[src/rtl/core/sdme_pkg.sv]
package sdme_pkg;

	typedef enum logic [2:0] {
		OPC_LOAD  = 3'd0,
		OPC_WRITE = 3'd1,
		OPC_READ  = 3'd2,
		OPC_COUNT = 3'd3,
		OPC_ISECT = 3'd4,
		OPC_DIST  = 3'd5
	} opcode_t;

	typedef enum logic [2:0] {
		K_LOAD  = 3'd0,
		K_WRITE = 3'd1,
		K_READ  = 3'd2,
		K_COUNT = 3'd3,
		K_ISECT = 3'd4,
		K_DIST  = 3'd5,
		K_NOP   = 3'd6
	} kind_t;

	typedef struct packed {
		kind_t        kind;
		logic [9:0]   idx;
		logic [63:0]  addr;
		logic [63:0]  addr2;
		logic [63:0]  data;
		logic [6:0]   qrad;
	} item_t;

	typedef struct packed {
		logic [6:0]  radius;
		logic [10:0] count;
	} cfg_t;

	typedef struct packed {
		logic  valid;
		item_t item;
	} queue_out_t;

	localparam logic CFG_RADIUS = 1'b0;
	localparam logic CFG_COUNT  = 1'b1;

	localparam logic [6:0]  RADIUS_RST = 7'd24;
	localparam logic [10:0] COUNT_RST  = 11'd1024;

	localparam logic [31:0] LFSR_SEED = 32'h0000_ACE1;
	localparam logic [31:0] LFSR_TAPS = 32'h8020_0003;

	localparam logic signed [7:0] CNT_MAX = 8'sd127;
	localparam logic signed [7:0] CNT_MIN = -8'sd127;

endpackage

[src/rtl/core/sdme_front.sv]
module sdme_front (
	input  logic                clk,
	input  logic                arst_n,
	input  logic                in_valid,
	output logic                in_stall,
	input  logic [2:0]          opcode,
	input  logic [9:0]          location_index,
	input  logic [63:0]         address,
	input  logic [63:0]         second_address,
	input  logic [63:0]         data_word,
	input  logic [6:0]          query_radius,
	input  logic                clr_busy,
	input  logic                pop,
	output sdme_pkg::queue_out_t q_out
);
	import sdme_pkg::*;

	item_t      ent_q [2];
	logic       wr_ptr_q;
	logic       rd_ptr_q;
	logic [1:0] cnt_q;
	logic       push;
	logic       do_pop;
	item_t      new_item;

	// classify opcode
	always_comb begin
		new_item = '0;
		case (opcode)
			OPC_LOAD:  new_item.kind = K_LOAD;
			OPC_WRITE: new_item.kind = K_WRITE;
			OPC_READ:  new_item.kind = K_READ;
			OPC_COUNT: new_item.kind = K_COUNT;
			OPC_ISECT: new_item.kind = K_ISECT;
			OPC_DIST:  new_item.kind = K_DIST;
			default:   new_item.kind = K_NOP;
		endcase
		new_item.idx   = location_index;
		new_item.addr  = address;
		new_item.addr2 = second_address;
		new_item.data  = data_word;
		new_item.qrad  = query_radius;
	end

	assign in_stall = (cnt_q == 2'd2) || clr_busy;
	assign push     = in_valid && !in_stall;
	assign do_pop   = pop && (cnt_q != 2'd0);

	assign q_out.valid = (cnt_q != 2'd0);
	assign q_out.item  = ent_q[rd_ptr_q];

	always_ff @(posedge clk) begin
		if (push) ent_q[wr_ptr_q] <= new_item;
	end

	always_ff @(posedge clk or negedge arst_n) begin
		if (!arst_n) begin
			wr_ptr_q <= 1'b0;
			rd_ptr_q <= 1'b0;
			cnt_q    <= 2'd0;
		end else begin
			if (push)   wr_ptr_q <= !wr_ptr_q;
			if (do_pop) rd_ptr_q <= !rd_ptr_q;
			cnt_q <= cnt_q + 2'(push) - 2'(do_pop);
		end
	end

endmodule

[config.mk]
export PLATFORM = sky130hd
export DESIGN_NAME = sdme_front
export DESIGN_NICKNAME = d
export VERILOG_FILES = /design/src/rtl/core/sdme_pkg.sv /design/src/rtl/core/sdme_front.sv
export SDC_FILE = /design/constraint.sdc
export NUM_CORES = 1
export LEC_CHECK = 0
export BUFFER_PORTS_ARGS = -buffer_cell sky130_fd_sc_hd__buf_2
export CAP_MARGIN = 25
export CORE_MARGIN = 2
export CORE_UTILIZATION = 54
export CTS_BUF_LIST = sky130_fd_sc_hd__clkbuf_8
export DETAILED_ROUTE_END_ITERATION = 6
export GPL_TIMING_DRIVEN = 0
export PLACE_DENSITY = 0.82
export SLEW_MARGIN = 10
export SYNTH_ARGS = -nofsm -noshare
export SYNTH_HDL_FRONTEND = slang
export SYNTH_SLANG_ARGS = --single-unit
[constraint.sdc]
create_clock -name clk -period 11.2 [get_ports clk]
set_input_delay 0.56 -clock clk [delete_from_list [all_inputs] [get_ports clk]]
set_output_delay 0.56 -clock clk [all_outputs]
set_load 0.1 [all_outputs]
=== Word level (Yosys, flattened, before mapping) ===
Memories as Yosys holds them, arrays and structs flattened.
Index checks and enable logic that the tools add are counted.

* Flip-flop bits (word level): 4
* RAM bits: 424
* Input bits: 217
* Output and inout bits: 214
* Word-level logic and storage cells: 23
* Memories: 1

* $add $sub $neg: 2
* Equal/unequal tests: 6
* Multiplexer cells: 3
* Reduce and logical (&&, ||, !) cells: 8

{| class="wikitable"
|+ Memories
! memory !! words !! width !! read ports !! clocked after Yosys merged registers in !! write ports !! RTL line !! source
|-
| ent_q || 2 || 212 || 1 || 0 || 1 || sdme_front.sv:18 || <nowiki>item_t ent_q [2];</nowiki>
|}

{| class="wikitable"
|+ Operator list
! kind !! count
|-
| 3-bit one-hot mux with 6 select lines || 1
|-
| 3-bit by 2-bit == test with 1-bit output, second input constant || 2
|-
| 3-bit == test, second input constant || 2
|-
| 3-bit by 1-bit == test with 1-bit output, second input constant || 1
|-
| 1-bit zero test || 3
|-
| 3-bit zero test || 1
|-
| 2-bit by 1-bit adder with 2-bit output || 1
|-
| 2-bit == test, second input constant || 1
|-
| 1-bit logical AND || 2
|-
| 1-bit 2-to-1 mux || 2
|-
| 2-bit nonzero test || 1
|-
| 2-bit by 1-bit subtractor with 2-bit output || 1
|-
| 1-bit logical OR || 1
|}

=== Logic depth before layout (Yosys ltp) ===
Gate-level depths: netlist of the first run.

* Depth in word-level cells: 6
* Gate-level depth with buffers: 7
* Mapped depth without buffers: 7

=== Worst setup path before layout of the first run ===
Ideal clock, no wire load.

* Path type: input-to-reg
* From: in clr_busy
* To: mem ent_q[0][0] in the netlist's numbering, enable pin
* Library setup time: 0.789 ns
* Arrival time: 9.594 ns
* Data required time: 10.411 ns
* Setup slack: 0.816 ns
* Stages: 2
* Path through: nand3b_1 > nor2_1

* Cells in the longest elaborated chain, start to end: 5

{| class="wikitable"
|+ RTL lines
! what !! RTL line !! source
|-
| from (decl) || sdme_front.sv:12 || <nowiki>input logic clr_busy,</nowiki>
|-
| 1-bit logical OR || sdme_front.sv:45 || <nowiki>assign in_stall = (cnt_q == 2'd2) || clr_busy;</nowiki>
|-
| 1-bit zero test || sdme_front.sv:46 || <nowiki>assign push = in_valid && !in_stall;</nowiki>
|-
| 1-bit logical AND || sdme_front.sv:46 ||
|-
| 1-bit 2-to-1 mux || sdme_front.sv:53 || <nowiki>if (push) ent_q[wr_ptr_q] <= new_item;</nowiki>
|-
| 1-bit 2-to-1 mux (not written as such) || sdme_front.sv:53 ||
|-
| to (decl) || sdme_front.sv:18 ||
|}

Every way passes these cells.

==> results of run 1 <==
[stage by stage]
stage	utilization (%)	setup WS [ps]	hold slack (ps)	setup TNS (ps)	area (um2)
2_1_floorplan	-	816	264	0	16200
3_3_place_gp	63.7	-4280	367	-1769320	18900
3_5_place_dp	65.2	8520	373	0	19300
4_1_cts	69.1	8480	121	0	20500
5_1_grt	69.2	8440	132	0	20500
6_report	69.2	8560	158	0	20500
[registers in the layout (all words and copies together) (netlist names)]
name,count
cnt_q,2
wr_ptr_q,1
ent_q,424
rd_ptr_q,1
[cell families (layout without fill, tap and decap cells)]
group	Yosys count	after routing	synth area share (%)
xor+xnor	4	4	0.216
fa+ha+maj	2	2	0.154
buf+inv	28	586	1.60
compound gates	1	1	0.0463
mux	212	212	18.6
other cells	0	4	0
flops	428	428	79.1
simple gates	7	7	0.247
[per-layer routing]
metal | vias to the layer above | GRT usage (%) | wire length, um
met2 | 372 | 36.2 | 17100
met5 | - | 0 | 38
met1 | 3999 | 20.6 | 11100
met3 | 65 | 8.16 | 3580
li1 | 3777 | - | -
met4 | 6 | 8.50 | 947
[what timing repair did]
action	4_1_cts	5_1_grt
setup endpoints to repair	0	0
hold endpoints to repair	4	0
gates resized for setup	0	0
hold buffers	1	0
[cells in the final DEF, fill, tap and decap left out, drive strengths merged]
cell           n
nand3b         1
a21boi         1
edfxtp       424
clkbuf        70
inv           26
xor2           1
nand2b         2
or2            1
mux2         212
xnor2          3
bufinv         1
nor2           2
buf          472
clkinv        14
diode          4
dlygate4sd3    1
and2           1
ha             2
clkinvlp       2
dfrtp          4
[how the worst min path moves through the flow]
stage / from / endpoint / slack [ps] / depth (start not counted)
finish: second_address[54] / ent_q[0][125] / 160 / 1
global route: data_word[26] / ent_q[0][33] / 130 / 1
CTS: second_address[54] / ent_q[0][125] / 120 / 1
detailed placement: arst_n / cnt_q[0] / 370 / 1
global placement: arst_n / rd_ptr_q / 370 / 1
floorplan: arst_n / cnt_q[0] / 260 / 0
[area by class of cell]
| cell class | instances | area [um2] | share of cell area (%) |
|---|---|---|---|
| Clock inverter | 41 | 226 | 1.10 |
| Sequential cell | 428 | 12800 | 62.6 |
| Inverter | 2 | 7.51 | 0.0366 |
| Multi-Input combinational cell | 226 | 3150 | 15.4 |
| Clock buffer | 68 | 936 | 4.57 |
| Tap cell | 390 | 488 | 2.38 |
| Antenna cell | 4 | 10.0 | 0.0488 |
| Timing Repair Buffer | 449 | 2600 | 12.7 |
| Buffer | 26 | 253 | 1.23 |
==> run_results.csv, run 1 <==
group,metric,value,unit
drt,viasPerCell,5.03,
clock_network,tritoncts,"done",
logic_synthesis,ys_async_sr_fraction,0.935,%
clock_network,insertion_delay,580,ps
critical_path,cp_max_fo,10,
grt,antenna_found_initial,8,
outcome,status,"completed",
critical_path,setup.worst_path.end,"q_out[128]",
critical_path,crit_type,"reg -> out",
floorplanning,core_area,0.0296,mm2
drt,routed_wl,32800,um
critical_path,cp.depth,5,
timing,rsz0062_at_grt,"false",
cells_and_area,drive_gt1_share,61.7,%
timing,slew_headroom,54.7,%
grt,track_usage,20.1,%
critical_path,reg2reg_from,"cnt_q[1]",
logic_synthesis,ys_types,17,
logic_synthesis,yosys-top-cells-count,"edfxtp_1, mux2_4, mux2_2",
placed_design,dpl.hpwl,23700,um
critical_path,r2r_slack,8700,ps
drt,ant_nets,0,
logic_synthesis,synth_top_area_share,78.5,%
floorplanning,core.rowCount,63,
critical_path,cp_slowest_stage_delay,340,ps
timing,fmax,379,MHz
drt,drc,0,
floorplanning,chipHeight,177,um
logic_synthesis,synth-edff-count,424,
grt,grt_start_max_net_pins,29,
clock_network,clock_sinks,428,
critical_path,cp_data_arrival_time,2080,ps
placed_design,port_buffers,430,
critical_path,cp_cell_sequence,"buf_6 > buf_6 > buf_6 > mux2_4 > buf_2",
critical_path,crit_buf_inv,4,
cells_and_area,instances_no_fill,1634,
logic_synthesis,synth_fp_nets,901,
clock_network,cts_setup_buffers,0,
timing,slew_violations,0,
timing,skew,36.2,ps
critical_path,slowest_stage,"dfrtp_1",
placed_design,dp_cells,1520,
logic_synthesis,synth_flop_cell,"edfxtp_1",
clock_network,clockBufferDepth,3,
logic_synthesis,synth.avg_cell_area,23.8,um2
drt,num_vias,8219,
cells_and_area,nFillCells,1922,
critical_path,cp-start-kind,"register",
grt,grt_pass1_wl,47300,um
flow_run,maxCapViolCount,0,
timing,final-hold-violation-count,0,
logic_synthesis,synth_seq_cells,428,
floorplanning,die_x,177,um
logic_synthesis,ys_warn_count,0,
clock_network,clk_pin_slew,60,ps
placed_design,place_congestion,0.759,
logic_synthesis,ys_seq_area_share,79.1,%
floorplanning,start_util,54.7,%
critical_path,r2r_cells,6,
timing,period_minus_slack,2640,ps
critical_path,r2r_end,"ent_q[0][153]",
logic_synthesis,yosys.area.top_type,"edfxtp_1",
grt,gr-total-overflow,0,
clock_network,htreeDepth,3,
timing,period_share,23.6,%
critical_path,cpLargestDelayFamily,"buffers and inverters",
critical_path,worst_ep_required_time,10640,ps
floorplanning,die_area,0.0314,mm2
logic_synthesis,synth_area,0.0162,mm2
timing,tightest_slew,677,ps
drt,wire_per_inst,20.1,um
timing,setup_viol,0,
drt,firstDrtPassIters,4,
floorplanning,io_pins,431,
cells_and_area,fin_nets,1419,
logic_synthesis,synth_area_leaders,"edfxtp_1, mux2_4, mux2_2, buf_6, dfrtp_1",
critical_path,end_kind,"output port",
clock_network,numCtsBuffers,67,
cells_and_area,area_growth_syn_to_layout,26.3,%
grt,grt_pass1_vias,8761,
critical_path,startpoint,"rd_ptr_q",
logic_synthesis,synth_most_common_cell,"edfxtp_1",
min_path,holdCritPathClass,"in -> reg",
clock_network,root_buffer,"clkbuf_8",
logic_synthesis,syn_inst,682,
drt,drtIter0Drc,356,
critical_path,cpMostUsedCell,"buf_6",
Power of run 1 is left out: the tool's default activity adds up to more than one toggle a clock period on the data nets, which glitch-free logic cannot reach.
==> inputs of run 2 (changes only) <==
--- a/config.mk
+++ b/config.mk
@@ -8,11 +8,11 @@
 export BUFFER_PORTS_ARGS = -buffer_cell sky130_fd_sc_hd__buf_2
 export CAP_MARGIN = 25
 export CORE_MARGIN = 2
-export CORE_UTILIZATION = 54
+export CORE_UTILIZATION = 49
 export CTS_BUF_LIST = sky130_fd_sc_hd__clkbuf_8
 export DETAILED_ROUTE_END_ITERATION = 6
 export GPL_TIMING_DRIVEN = 0
-export PLACE_DENSITY = 0.82
+export PLACE_DENSITY = 0.78
 export SLEW_MARGIN = 10
 export SYNTH_ARGS = -nofsm -noshare
 export SYNTH_HDL_FRONTEND = slang
==> constraint.sdc (replaced) <==
create_clock -name clk -period 2.15 [get_ports clk]
set_input_delay 0.1075 -clock clk [delete_from_list [all_inputs] [get_ports clk]]
set_output_delay 0.1075 -clock clk [all_outputs]
set_load 0.1 [all_outputs]
==> run_results.csv, run 2 (synthesized netlist as in run 1, its figures left out) <==
group,metric,value,unit
grt,gr-total-overflow,0,
critical_path,cp_slowest_stage_delay,340,ps
clock_network,insertion_delay,580,ps
drt,drc,0,
floorplanning,core.rowCount,66,
floorplanning,die_area,0.0346,mm2
grt,antenna_found_initial,4,
clock_network,tritoncts,"done",
outcome,status,"completed",
critical_path,crit_type,"reg -> out",
floorplanning,die_x,186,um
grt,grt_pass1_wl,57300,um
timing,skew,16.0,ps
critical_path,reg2reg_from,"cnt_q[0]",
timing,final-hold-violation-count,0,
placed_design,dpl.hpwl,23300,um
critical_path,cp_data_arrival_time,1990,ps
drt,ant_nets,0,
timing,setup_viol,0,
timing,fmax,477,MHz
critical_path,cp_max_fo,10,
flow_run,maxCapViolCount,0,
drt,num_vias,9335,
drt,viasPerCell,4.88,
critical_path,setup.worst_path.end,"q_out[73]",
cells_and_area,fin_nets,1637,
timing,setup_slack,52.6,ps
critical_path,r2r_slack,100,ps
timing,tns,0,ps
drt,wire_per_inst,21.0,um
timing,period_minus_slack,2100,ps
cells_and_area,instances_no_fill,1914,
cells_and_area,final_common_cell,"edfxtp_1",
timing,fin_hold_ws,221,ps
clock_network,numCtsBuffers,70,
cells_and_area,drive_gt1_share,52.9,%
drt,drtIter0Drc,479,
timing,period_share,97.6,%
critical_path,startpoint,"rd_ptr_q",
critical_path,slowest_stage,"dfrtp_1",
drt,routed_wl,40200,um
placed_design,place_congestion,0.719,
clock_network,clockBufferDepth,3,
grt,grt_start_max_net_pins,30,
timing,rsz0062_at_grt,"true",
clock_network,clk_pin_slew,60,ps
clock_network,root_buffer,"clkbuf_8",
cells_and_area,mostFrequentLayoutCells,"edfxtp_1, buf_2, dlygate4sd3_1",
critical_path,end_kind,"output port",
placed_design,port_buffers,430,
critical_path,r2r_cells,7,
drt,firstDrtPassIters,4,
floorplanning,io_pins,431,
cells_and_area,area_growth_syn_to_layout,45.9,%
critical_path,r2r_end,"ent_q[0][172]",
cells_and_area,reg_top3,"ent_q x424, cnt_q x2",
critical_path,worst_ep_required_time,2040,ps
cells_and_area,nFillCells,1839,
cells_and_area,regMostFlops,"ent_q",
timing,slew_violations,0,
grt,grt_pass1_vias,10400,
clock_network,clock_sinks,428,
floorplanning,chipHeight,186,um
placed_design,dp_cells,1571,
cells_and_area,largest_reg_flops,424,
floorplanning,start_util,49.9,%
floorplanning,core_area,0.0325,mm2
critical_path,cp-start-kind,"register",
critical_path,cp_cell_sequence,"buf_6 > buf_12 > buf_8 > mux2_4 > buf_4",
timing,slew_headroom,64.4,%
placed_design,place_ws,-333,ps
timing,tightest_slew,537,ps
grt,track_usage,22.4,%
min_path,holdCritPathClass,"in -> reg",
clock_network,htreeDepth,3,
run 2: through the flow:
stage | area (um2) | utilization [%]
6_report | 23700 | 72.8
5_1_grt | 23700 | 72.8
4_1_cts | 23500 | 72.2
3_5_place_dp | 19300 | 59.3
3_3_place_gp | 18900 | 58.2
2_1_floorplan | 16200 | -
run 2: worst min path at each step:
stage,slack (ps),cells past startpoint,start,endpoint
floorplan,-190,0,arst_n,cnt_q[0]
global placement,-90,1,arst_n,cnt_q[1]
detailed placement,-80,1,arst_n,cnt_q[1]
CTS,130,5,in_valid,wr_ptr_q
global route,190,5,in_valid,wr_ptr_q
finish,220,5,in_valid,wr_ptr_q
run 2: area by class of cell:
| cell class | instances | area, um2 | share of cell area [%] |
|---|---|---|---|
| Antenna cell | 4 | 10.0 | 0.0423 |
| Buffer | 26 | 369 | 1.56 |
| Clock buffer | 74 | 1020 | 4.30 |
| Clock inverter | 48 | 238 | 1.00 |
| Inverter | 2 | 7.51 | 0.0317 |
| Multi-Input combinational cell | 226 | 3150 | 13.3 |
| Sequential cell | 428 | 12800 | 54.2 |
| Tap cell | 442 | 553 | 2.34 |
| Timing Repair Buffer | 664 | 5500 | 23.2 |
run 2: layer usage:
metal	GRT usage [%]	vias up	wire, um	part of all wire (%)
li1	-	4210	-	-
met1	22.3	4614	13500	34
met2	42.1	415	22200	55
met3	6.93	96	3140	7.8
met4	10.3	0	1290	3.2
met5	0	-	0	0
run 2: worst max-delay path: cells and delay by family (launching register included):
| kind | cells | cell delay [ps] |
|---|---|---|
| buf+inv | 4 | 750 |
| flops | 1 | 340 |
| mux | 1 | 310 |
run 2: timing repair:
action	CTS	global route
gates resized for setup	258	64
buffers inserted	5	1
hold buffers	215	0
hold endpoints to repair	429	0
setup endpoints to repair	372	191
pin swaps	3	2
Power of run 2 is left out for the same reason.
==> inputs of run 3 (changes only) <==
--- a/config.mk
+++ b/config.mk
@@ -7,12 +7,14 @@
 export LEC_CHECK = 0
 export BUFFER_PORTS_ARGS = -buffer_cell sky130_fd_sc_hd__buf_2
 export CAP_MARGIN = 25
+export CELL_PAD_IN_SITES_DETAIL_PLACEMENT = 0
+export CELL_PAD_IN_SITES_GLOBAL_PLACEMENT = 2
 export CORE_MARGIN = 2
-export CORE_UTILIZATION = 49
+export CORE_UTILIZATION = 37
 export CTS_BUF_LIST = sky130_fd_sc_hd__clkbuf_8
 export DETAILED_ROUTE_END_ITERATION = 6
 export GPL_TIMING_DRIVEN = 0
-export PLACE_DENSITY = 0.78
+export PLACE_DENSITY_LB_ADDON = 0.1
 export SLEW_MARGIN = 10
 export SYNTH_ARGS = -nofsm -noshare
 export SYNTH_HDL_FRONTEND = slang
==> run_results.csv, run 3 (synthesized netlist as in run 1, its figures left out) <==
group,metric,value,unit
critical_path,cp_cell_sequence,"buf_12 > clkbuf_16 > clkbuf_16 > mux2_4 > buf_12",
critical_path,r2r_end,"ent_q[0][115]",
cells_and_area,drive_gt1_share,53.0,%
drt,num_vias,9025,
timing,slew_headroom,66.6,%
critical_path,setup.worst_path.end,"q_out[95]",
critical_path,cp-start-kind,"register",
grt,grt_pass1_vias,9590,
cells_and_area,finish.instance_area,0.0252,mm2
grt,track_usage,16.5,%
grt,antenna_found_initial,2,
floorplanning,die_x,213,um
critical_path,cp.depth,5,
timing,tightest_slew,505,ps
critical_path,worst_ep_required_time,2040,ps
clock_network,htreeDepth,3,
power_and_ir_drop,irDropWorstVdd,1080,uV
critical_path,reg2reg_from,"cnt_q[1]",
drt,ant_nets,0,
timing,slew_violations,0,
cells_and_area,fin_nets,1655,
clock_network,numCtsBuffers,74,
grt,grt_pass1_wl,55800,um
critical_path,startpoint,"rd_ptr_q",
critical_path,cp_slowest_stage_delay,390,ps
critical_path,crit_buf_inv,4,
timing,setup_viol,0,
critical_path,crit_type,"reg -> out",
cells_and_area,nFillCells,3405,
grt,gr-total-overflow,0,
grt,grt_start_max_net_pins,47,
floorplanning,io_pins,431,
clock_network,root_buffer,"clkbuf_8",
clock_network,tritoncts,"done",
drt,routed_wl,39700,um
timing,skew,15.2,ps
clock_network,clk_pin_slew,50,ps
placed_design,place_congestion,0.709,
drt,viasPerCell,4.36,
clock_network,insertion_delay,600,ps
timing,final-hold-violation-count,0,
critical_path,cpLargestDelayFamily,"buffers and inverters",
timing,period_share,97.3,%
placed_design,dpl-instance-area,0.0195,mm2
clock_network,clock_sinks,428,
power_and_ir_drop,leakage,10.0,nW
min_path,holdCritPathClass,"in -> reg",
critical_path,slowest_stage,"dfrtp_1",
drt,wire_per_inst,19.2,um
floorplanning,core.rowCount,76,
critical_path,r2r_slack,100,ps
power_and_ir_drop,power.density,1570,mW/mm2
timing,rsz0062_at_grt,"true",
critical_path,end_kind,"output port",
flow_run,maxCapViolCount,0,
critical_path,cp_data_arrival_time,1980,ps
drt,firstDrtPassIters,4,
clock_network,clockBufferDepth,3,
cells_and_area,mostFrequentLayoutCells,"edfxtp_1, buf_2, dlygate4sd3_1",
cells_and_area,largest_reg_flops,424,
drt,drc,0,
timing,fmax,478,MHz
cells_and_area,regMostFlops,"ent_q",
floorplanning,chipHeight,213,um
critical_path,r2r_cells,7,
floorplanning,core_area,0.0432,mm2
cells_and_area,reg_top3,"ent_q x424, cnt_q x2",
cells_and_area,final_core_util,58.3,%
drt,drtIter0Drc,286,
placed_design,port_buffers,430,
power_and_ir_drop,p_total,39.5,mW
floorplanning,start_util,37.6,%
cells_and_area,area_growth_syn_to_layout,55.2,%
cells_and_area,final_common_cell,"edfxtp_1",
critical_path,cp_max_fo,9,
timing,period_minus_slack,2090,ps
outcome,status,"completed",
placed_design,dpl.hpwl,25900,um
floorplanning,die_area,0.0455,mm2
==> run 3: how the worst min path moves through the flow <==
stage,depth (start not counted),from,to,slack [ps]
finish,4,clr_busy,wr_ptr_q,120
global route,4,in_valid,wr_ptr_q,90
CTS,4,in_valid,wr_ptr_q,40
detailed placement,1,arst_n,cnt_q[0],-70
global placement,1,arst_n,cnt_q[0],-80
floorplan,0,arst_n,cnt_q[0],-190
==> run 3: layout make-up <==
class / instances / area [um2] / area share (%)
clock inverters: 43 / 219 / 0.869
inverters: 2 / 7.51 / 0.0298
repair buffers: 678 / 6740 / 26.7
diodes: 1 / 2.50 / 0.00993
multi-input cells: 226 / 3150 / 12.5
flip-flops and latches: 428 / 12800 / 50.9
well taps: 585 / 732 / 2.91
plain buffers: 26 / 422 / 1.67
clock buffers: 79 / 1090 / 4.32
==> run 3: worst register-to-register path, stage by stage, from the launching register on <==
cell      delay (ps)
dfrtp_1          410
nand2b_1         160
nand3b_1         230
buf_4            230
nor2_4           130
buf_4            160
buf_12           180
buf_16           220
==> run 3: metrics by stage <==
| stage | setup WS [ps] | instances | hold WS [ps] | setup TNS, ps |
|---|---|---|---|---|
| CTS | -37.4 | 2054 | 36.6 | -365 |
| global route | -47.5 | 2068 | 92.9 | -3990 |
| finish | 58.6 | 2068 | 120 | 0 |
| floorplan | -2160 | 682 | -188 | -915720 |
| global placement | -4490 | 1697 | -78.7 | -1894520 |
| detailed placement | -271 | 1715 | -74.0 | -17280 |
==> run 3: metal layers <==
| layer | track usage (%) | routed length (um) |
|---|---|---|
| met1 | 18.8 | 15100 |
| met2 | 28.0 | 20400 |
| met3 | 6.17 | 3030 |
| met4 | 6.90 | 1160 |
| met5 | 0 | 7 |
==> run 3: repair_timing <==
item	in CTS	in global routing
buffers inserted	3	3
hold buffers	215	0
gates cloned	0	11
hold endpoints to repair	429	0
resized for setup	362	236
pin swaps	2	3
setup endpoints to repair	369	347
==> run 3: power breakdown <==
part / internal (mW) / switching, mW
sequential: 10.4 / 0.225
clock: 3.58 / 3.11
combinational: 7.53 / 14.7
No activity file was read; power rests on OpenSTA's default activity.
